$ cat config.mk
export PLATFORM = sky130hd
export DESIGN_NAME = least_run_count_task_scheduler_core
export DESIGN_NICKNAME = d
export VERILOG_FILES = /design/src/hdl/lrcs_pkg.sv /design/src/hdl/lrcs_ctrl.sv /design/src/hdl/lrcs_dp.sv /design/src/hdl/least_run_count_task_scheduler_core.sv
export SDC_FILE = /design/constraint.sdc
export NUM_CORES = 2
export LEC_CHECK = 0
export BUFFER_PORTS_ARGS = -buffer_cell sky130_fd_sc_hd__buf_2
export CAP_MARGIN = 20
export CORE_ASPECT_RATIO = 1.5
export CORE_MARGIN = 4
export CORE_UTILIZATION = 66
export CTS_BUF_LIST = sky130_fd_sc_hd__clkbuf_8
export DETAILED_ROUTE_END_ITERATION = 10
export MAX_ROUTING_LAYER = met4
export PLACE_DENSITY = 0.89
export SLEW_MARGIN = 20
export SYNTH_ARGS = -nofsm -noshare
export SYNTH_HDL_FRONTEND = slang
export SYNTH_SLANG_ARGS = --single-unit
$ cat constraint.sdc
create_clock -name clk -period 7.9 [get_ports clk]
set_clock_uncertainty 0.1 [all_clocks]
set_input_delay 1.975 -clock clk [delete_from_list [all_inputs] [get_ports clk]]
set_output_delay 1.975 -clock clk [all_outputs]
set_load 0.02 [all_outputs]
$ cat src/hdl/lrcs_pkg.sv
// shared types and codes for the least-run-count scheduler
package lrcs_pkg;

  typedef enum logic [2:0] {
    ST_UNUSED   = 3'd0,
    ST_READY    = 3'd1,
    ST_RUNNING  = 3'd2,
    ST_SLEEPING = 3'd3,
    ST_EXITED   = 3'd4
  } task_state_t;

  typedef enum logic [1:0] {
    OP_SCHEDULE = 2'd0,
    OP_SPAWN    = 2'd1,
    OP_SLEEP    = 2'd2,
    OP_QUERY    = 2'd3
  } opcode_t;

  localparam logic [1:0] RC_OK       = 2'd0;
  localparam logic [1:0] RC_NO_SLOT  = 2'd1;
  localparam logic [1:0] RC_NO_READY = 2'd2;

  localparam logic [15:0] FIRST_PID = 16'd2;

  typedef enum logic [3:0] {
    C_IDLE,
    C_PARK,
    C_WAKE,
    C_REQUEUE,
    C_SORT_LOAD,
    C_SORT_CMP,
    C_PICK,
    C_SPAWN_SCAN,
    C_SPAWN_DONE,
    C_QUERY,
    C_OUT
  } ctrl_state_t;

  typedef struct packed {
    logic start;      // latch input word
    logic park;       // park running task
    logic wake_step;  // examine one sleeper
    logic requeue;    // push running task
    logic sort_load;  // load insertion key
    logic sort_step;  // one compare/shift
    logic pick;       // dequeue head
    logic scan_step;  // examine one slot for spawn
    logic spawn_do;   // commit spawn
    logic query;      // report running task
  } cmd_t;

  typedef struct packed {
    logic wake_done;
    logic need_requeue;
    logic sort_done;
    logic key_done;
    logic scan_done;
  } stat_t;

endpackage

$ cat src/hdl/lrcs_ctrl.sv
// controller state machine for the scheduler
module lrcs_ctrl (
  input  logic             clk,
  input  logic             rst,
  input  logic             in_valid,
  output logic             in_ready,
  output logic             out_valid,
  input  logic             out_ready,
  input  logic [1:0]       opcode,
  input  lrcs_pkg::stat_t  stat,
  output lrcs_pkg::cmd_t   cmd
);
  import lrcs_pkg::*;

  ctrl_state_t state, state_next;
  logic        ov, ov_next;
  logic [1:0]  op;

  always_ff @(posedge clk) begin
    if (rst) begin
      state <= C_IDLE;
      ov    <= 1'b0;
      op    <= OP_SCHEDULE;
    end else begin
      state <= state_next;
      ov    <= ov_next;
      if (in_valid && in_ready) op <= opcode;
    end
  end

  assign out_valid = ov;
  assign in_ready  = (state == C_IDLE) && !ov;

  always_comb begin
    state_next = state;
    ov_next    = ov;
    cmd        = '0;
    if (ov && out_ready) ov_next = 1'b0;
    case (state)
      C_IDLE: begin
        if (in_valid && in_ready) begin
          cmd.start = 1'b1;
          case (opcode)
            OP_SCHEDULE: state_next = C_WAKE;
            OP_SPAWN:    state_next = C_SPAWN_SCAN;
            OP_SLEEP:    state_next = C_PARK;
            default:     state_next = C_QUERY;
          endcase
        end
      end
      C_PARK: begin
        cmd.park   = 1'b1;
        state_next = C_WAKE;
      end
      C_WAKE: begin
        if (stat.wake_done) begin
          state_next = stat.need_requeue ? C_REQUEUE : C_PICK;
        end else begin
          cmd.wake_step = 1'b1;
        end
      end
      C_REQUEUE: begin
        cmd.requeue = 1'b1;
        state_next  = C_SORT_LOAD;
      end
      C_SORT_LOAD: begin
        if (stat.sort_done) state_next = C_PICK;
        else begin
          cmd.sort_load = 1'b1;
          state_next    = C_SORT_CMP;
        end
      end
      C_SORT_CMP: begin
        cmd.sort_step = 1'b1;
        if (stat.key_done) state_next = C_SORT_LOAD;
      end
      C_PICK: begin
        cmd.pick   = 1'b1;
        state_next = C_OUT;
      end
      C_SPAWN_SCAN: begin
        if (stat.scan_done) state_next = C_SPAWN_DONE;
        else cmd.scan_step = 1'b1;
      end
      C_SPAWN_DONE: begin
        cmd.spawn_do = 1'b1;
        state_next   = C_OUT;
      end
      C_QUERY: begin
        cmd.query  = 1'b1;
        state_next = C_OUT;
      end
      C_OUT: begin
        ov_next    = 1'b1;
        state_next = C_IDLE;
      end
      default: state_next = C_IDLE;
    endcase
  end

  assert property (@(posedge clk) disable iff (rst) ov && !out_ready |=> ov)
    else $error("result word dropped");
  assert property (@(posedge clk) disable iff (rst) state == C_OUT |=> ov)
    else $error("result not presented");
  assert property (@(posedge clk) disable iff (rst) in_ready |-> !ov)
    else $error("accept while result pending");
  assert property (@(posedge clk) disable iff (rst)
    state == C_PARK |-> op == OP_SLEEP)
    else $error("park outside sleep");
endmodule

$ cat src/hdl/lrcs_dp.sv
// task tables, queues and result registers of the scheduler
module lrcs_dp #(
  parameter int NUM_TASKS = 16
) (
  input  logic             clk,
  input  logic             rst,
  input  logic [31:0]      now,
  input  logic [31:0]      sleep_ticks,
  input  lrcs_pkg::cmd_t   cmd,
  output lrcs_pkg::stat_t  stat,
  output logic [1:0]       status_code,
  output logic [3:0]       slot,
  output logic [15:0]      pid
);
  import lrcs_pkg::*;

  localparam int SW = (NUM_TASKS > 1) ? $clog2(NUM_TASKS) : 1;
  localparam int CW = $clog2(NUM_TASKS + 1);
  localparam logic [CW-1:0] NT = CW'(NUM_TASKS);

  task_state_t       tstat [NUM_TASKS];
  logic [31:0]       rcnt  [NUM_TASKS];
  logic [31:0]       wake  [NUM_TASKS];
  logic [15:0]       tpid  [NUM_TASKS];
  logic [SW-1:0]     rq    [NUM_TASKS];
  logic [SW-1:0]     sq    [NUM_TASKS];
  logic [CW-1:0]     rcount, scount;
  logic [SW-1:0]     run_slot;
  logic              run_valid;
  logic [15:0]       next_pid;

  logic [31:0]       now_r, ticks_r;
  logic [CW-1:0]     widx, kept;   // wake walk
  logic [CW-1:0]     si, sj;       // insertion sort
  logic [SW-1:0]     key;
  logic [31:0]       kc;
  logic [CW-1:0]     scan;
  logic              found;

  logic [SW-1:0]     ws;
  logic [SW-1:0]     prev;
  logic              do_shift;

  assign ws       = sq[widx[SW-1:0]];
  assign prev     = rq[SW'(sj - 1'b1)];
  assign do_shift = (sj != '0) && (rcnt[prev] > kc);

  assign stat.wake_done    = (widx >= scount);
  assign stat.need_requeue = run_valid && (tstat[run_slot] == ST_RUNNING);
  assign stat.sort_done    = (si >= rcount);
  assign stat.key_done     = !do_shift;
  assign stat.scan_done    = found || (scan == NT);

  always_ff @(posedge clk) begin
    if (rst) begin
      for (int i = 0; i < NUM_TASKS; i++) begin
        tstat[i] <= ST_UNUSED;
        rcnt[i]  <= '0;
        wake[i]  <= '0;
        tpid[i]  <= '0;
      end
      rcount    <= '0;
      scount    <= '0;
      run_slot  <= '0;
      run_valid <= 1'b0;
      next_pid  <= FIRST_PID;
      widx <= '0; kept <= '0; si <= '0; sj <= '0; scan <= '0; found <= 1'b0;
    end else begin
      if (cmd.start) begin
        now_r <= now; ticks_r <= sleep_ticks;
        widx <= '0; kept <= '0; si <= CW'(1); scan <= '0; found <= 1'b0;
      end
      if (cmd.park && run_valid && tstat[run_slot] == ST_RUNNING && scount < NT) begin
        tstat[run_slot]        <= ST_SLEEPING;
        wake[run_slot]         <= now_r + ticks_r;
        sq[scount[SW-1:0]]     <= run_slot;
        scount                 <= scount + 1'b1;
      end
      if (cmd.wake_step) begin
        widx <= widx + 1'b1;
        if (now_r >= wake[ws]) begin
          tstat[ws] <= ST_READY;
          wake[ws]  <= '0;
          if (rcount < NT) begin
            rq[rcount[SW-1:0]] <= ws;
            rcount <= rcount + 1'b1;
          end
        end else begin
          sq[kept[SW-1:0]] <= ws;
          kept <= kept + 1'b1;
        end
        if (widx + 1'b1 >= scount) scount <= (now_r >= wake[ws]) ? kept : kept + 1'b1;
      end
      if (cmd.requeue) begin
        tstat[run_slot] <= ST_READY;
        if (rcount < NT) begin
          rq[rcount[SW-1:0]] <= run_slot;
          rcount <= rcount + 1'b1;
        end
      end
      if (cmd.sort_load) begin
        key <= rq[si[SW-1:0]];
        kc  <= rcnt[rq[si[SW-1:0]]];
        sj  <= si;
      end
      if (cmd.sort_step) begin
        if (do_shift) begin
          rq[sj[SW-1:0]] <= prev;
          sj <= sj - 1'b1;
        end else begin
          rq[sj[SW-1:0]] <= key;
          si <= si + 1'b1;
        end
      end
      if (cmd.pick) begin
        if (rcount == '0) begin
          run_valid   <= 1'b0;
          status_code <= RC_NO_READY; slot <= '0; pid <= '0;
        end else begin
          for (int i = 0; i < NUM_TASKS - 1; i++) rq[i] <= rq[i+1];
          rcount         <= rcount - 1'b1;
          rcnt[rq[0]]    <= rcnt[rq[0]] + 32'd1;
          tstat[rq[0]]   <= ST_RUNNING;
          run_slot       <= rq[0];
          run_valid      <= 1'b1;
          status_code    <= RC_OK;
          slot           <= 4'(rq[0]);
          pid            <= tpid[rq[0]];
        end
      end
      if (cmd.scan_step) begin
        if (tstat[scan[SW-1:0]] == ST_UNUSED || tstat[scan[SW-1:0]] == ST_EXITED)
          found <= 1'b1;
        else scan <= scan + 1'b1;
      end
      if (cmd.spawn_do) begin
        if (!found) begin
          status_code <= RC_NO_SLOT; slot <= '0; pid <= '0;
        end else begin
          tstat[scan[SW-1:0]] <= ST_READY;
          rcnt[scan[SW-1:0]]  <= rcnt[0];
          tpid[scan[SW-1:0]]  <= next_pid;
          next_pid            <= next_pid + 16'd1;
          if (rcount < NT) begin
            rq[rcount[SW-1:0]] <= scan[SW-1:0];
            rcount <= rcount + 1'b1;
          end
          status_code <= RC_OK;
          slot        <= 4'(scan);
          pid         <= next_pid;
        end
      end
      if (cmd.query) begin
        if (run_valid) begin
          status_code <= RC_OK; slot <= 4'(run_slot); pid <= tpid[run_slot];
        end else begin
          status_code <= RC_NO_READY; slot <= '0; pid <= '0;
        end
      end
    end
  end

  assert property (@(posedge clk) disable iff (rst) rcount <= NT)
    else $error("ready queue overflow");
  assert property (@(posedge clk) disable iff (rst) scount <= NT)
    else $error("sleep queue overflow");
  assert property (@(posedge clk) disable iff (rst)
    cmd.pick && rcount != '0 |=> run_valid)
    else $error("pick did not start a task");
endmodule

$ cat src/hdl/least_run_count_task_scheduler_core.sv
// top level of the least-run-count task scheduler
// schedule: walk the sleepers, requeue and insertion-sort the running task if it still runs, then pick
// sort: each key is loaded, then compared and shifted until it settles; sleep first parks; spawn scans for a free slot
// throughput: one word at a time; next word taken after the result is taken
// reset: synchronous rst empties all queues, clears slots, next pid starts at 2
// the result register holds a finished word until out_ready
module least_run_count_task_scheduler_core #(
  parameter int NUM_TASKS = 16
) (
  input  logic        clk,
  input  logic        rst,
  input  logic        in_valid,
  output logic        in_ready,
  input  logic [1:0]  opcode,
  input  logic [31:0] now,
  input  logic [31:0] sleep_ticks,
  output logic        out_valid,
  input  logic        out_ready,
  output logic [1:0]  status_code,
  output logic [3:0]  slot,
  output logic [15:0] pid
);
  import lrcs_pkg::*;

  cmd_t  cmd;
  stat_t stat;

  lrcs_ctrl u_ctrl (
    .clk(clk), .rst(rst), .in_valid(in_valid), .in_ready(in_ready),
    .out_valid(out_valid), .out_ready(out_ready), .opcode(opcode),
    .stat(stat), .cmd(cmd)
  );

  lrcs_dp #(.NUM_TASKS(NUM_TASKS)) u_dp (
    .clk(clk), .rst(rst), .now(now), .sleep_ticks(sleep_ticks),
    .cmd(cmd), .stat(stat), .status_code(status_code), .slot(slot), .pid(pid)
  );
endmodule

==> reports/metrics.csv <==
metric;value;unit
status;complete, no violations;
Period minus WS final;7.75;ns
Cell Chain, Critical Path;buf_4, mux4_2, mux4_4, buf_4, mux4_2, mux2i_1, nor2_1, a21oi_1, ha_1, nand3_1, a21boi_0, a2111oi_0, o21ai_0, a211oi_1, a22oi_1, buf_4, or2_2, a21boi_2, buf_4, nand2b_2, buf_12;
Cell Area, Synth;86700;sq um
PD cells;214;nW/um^2
pre-CTS setup slack;0.0560;ns
final worst-path cycle share;98.1;%
antenna-violating nets left;0;
dpl hpwl;155000;um
die height;452;um
die area;137000;sq um
#FFs+latches synth;1632;
Total Routing Usage GR;37.3;%
worst-margin pin slew;1.22;ns
Site Rows;162;
asr flop ratio synth;0;%
PortBufs;93;
Worst-path clk slew;0.07;ns
clk buf depth;3;
cell mode on critical path;buf_4;
initial core utilization;66.6;%
H-tree levels;4;
commonest non-fill, non-tap cells in the layout;1,562 x edfxtp_1, 1,223 x nor2_1, 617 x mux4_2;
Synth cell types;87;
Core Area;130000;sq um
max_cap viols;0;
Clk Latency, worst-skew pair;0.99;ns
WL final;251000;um
Area Overhead vs Synth;7.36;%
worst vdd ir;0.206;mV
vias;61700;
final setup fails;0;
DRC Markers;0;
first-pass detailed-route iteration total;10;
Layout Cells excl Fill;8412;
gpl congestion;0.962;
DR iter-0 viols;9950;
NumNets Final;6679;
initial antenna violation count;10;
Vias per Instance;7.34;
Post-Syn Area per Cell;13.2;sq um
vias in the first global route;62700;
leading cell type in the layout, fill and taps excluded;edfxtp_1;
Die Wd;304;um
share of cells above drive strength 1;20.8;%
top cell type's share of synthesized area;54.1;%
Slew HR;18.5;%
clock sink count;1632;
total CTS buffers;226;
Pleak;32.9;nW
crit-path max cell delay;0.97;ns
Root Driver;clkbuf_8;
register area share after synthesis;55.7;%
crit path DAT;8.29;ns
Placed Cells;7978;
final setup TNS;0;ns
CP Class;reg2reg;
R2R setup slack;0.15;ns
Setup WS post-layout;0.148;ns
Slowest-stage cell, CP;mux4_4;
Hold Fails Final Rpt;0;
Synth area leaders;edfxtp_1 54%, mux4_2 16%, nor2_1 5.3%;
fmax;0.129;GHz
critical path fanouts, max;43;
post-synth top area cell;edfxtp_1;
Post-synth EDFFs;1562;
Synthesized Nets;6742;
Max Transition Viols Final;0;
largest net degree at the start of global routing;124;
TritonCTS clock tree;yes;
Worst Setup Start Kind;register;
ys flop type;edfxtp_1;
Gate Count Post-Synth;6548;
HP Class;reg2reg;
num ports;94;
fillers;7791;
Warnings, synthesis;0;
routed length per instance;29.9;um
first-pass GRT wire length;374000;um
total grt overflow;0;
Req. time, crit path;8.43;ns
Tot Pwr;19.9;mW
RSZ-0062 raised after global routing;false;
crit end category;register;
## registers in the layout, summed over array words and instances, names as in the netlist, 2 cells and up, named ones only
register / flops
u_ctrl.state: 4
u_dp.kc: 32
u_dp.kept: 5
u_dp.key: 4
u_dp.next_pid: 16
u_dp.now_r: 32
u_dp.pid: 16
u_dp.rcnt: 512
u_dp.rcount: 5
u_dp.rq: 64
u_dp.run_slot: 4
u_dp.scan: 5
u_dp.scount: 5
u_dp.si: 5
u_dp.sj: 5
u_dp.slot: 4
u_dp.sq: 64
u_dp.status_code: 2
u_dp.ticks_r: 32
u_dp.tpid: 256
u_dp.tstat: 32
u_dp.wake: 512
u_dp.widx: 5
## per-stage QoR
| step | instance area, sq um | utilization [%] | hold WS, ns |
|---|---|---|---|
| after global routing | 93100 | 71.5 | 0.444 |
| after CTS | 93000 | 71.4 | 0.421 |
| final | 93100 | 71.5 | 0.425 |
| after floorplan | 86700 | - | 0.367 |
| after global placement | 88700 | 68.0 | 0.375 |
| after detailed placement | 88700 | 68.0 | 0.411 |
## worst max-delay path: cells and delay by family, from the launching register on
family | cells | cell delay, ns
fa+ha+maj | 1 | 0.26
buf+inv | 5 | 1.42
simple gates | 4 | 0.73
flops | 1 | 0.31
mux | 4 | 2.11
compound gates | 7 | 2.33
## power by group
group / switching [mW] / total (mW) / leakage [nW] / internal, mW
registers: 0.215 / 10.0 / 16.4 / 9.81
clock network: 3.28 / 6.42 / 2.52 / 3.14
logic: 2.17 / 3.46 / 14.0 / 1.29
total: 5.66 / 19.9 / 32.9 / 14.2
## synth_stat cells, types with 58 or more instances
master	n
xnor2_1	58
edfxtp_1	1562
and2_1	259
ha_1	123
nor2b_1	146
mux2i_1	233
mux4_2	626
nor3_1	103
buf_2	103
a211oi_1	253
dfxtp_1	70
clkbuf_1	365
nor2_1	1227
a21o_1	87
a21oi_1	311
o21ai_0	68
nand2_1	220
nand3_1	64
inv_1	83
## layout make-up
type                    count  area, sq um  area share [%]
flip-flops and latches   1632        48300            51.9
repair buffers            275         2060            2.21
well taps                1722         2150            2.31
clock inverters           181         1040            1.12
clock buffers             243         3340            3.59
multi-input cells        4265        35900            38.5
diodes                      9         22.5          0.0242
inverters                  85          319           0.343
## final timing paths
kind           startpoint               to  depth (start not counted)
max              register  u_dp.wake[6][5]                         21
min          u_dp.scan[4]     u_dp.scan[4]                          2
max reg2reg      register  u_dp.wake[6][5]                         21
min reg2reg  u_dp.scan[4]     u_dp.scan[4]                          2
## per-layer routing
| layer | track usage (%) | vias to the layer above | share of wire [%] |
|---|---|---|---|
| li1 | - | 24800 | - |
| met1 | 40.4 | 29600 | 29 |
| met2 | 60.0 | 5665 | 49 |
| met3 | 8.76 | 1689 | 13 |
| met4 | 28.2 | 0 | 9.7 |
| met5 | - | - | 0 |
## cells by family (layout without fill, tap and decap cells)
group | Yosys count | in the layout | synth area share [%]
AND/OR/NAND/NOR | 2202 | 2202 | 11.6
flip-flops | 1632 | 1632 | 55.7
AO/OA/AOI/OAI | 943 | 943 | 7.17
multiplexers | 913 | 913 | 19.7
buffers and inverters | 651 | 784 | 3.25
adder cells (fa/ha/maj) | 124 | 124 | 1.80
XOR/XNOR | 83 | 83 | 0.838
other | 0 | 9 | 0
## timing repair
item,CTS,global route
hold buffers,0,0
setup endpoints to repair,0,454
resized for setup,0,1
setup buffers,0,0
(Power assumes the default switching activity.)
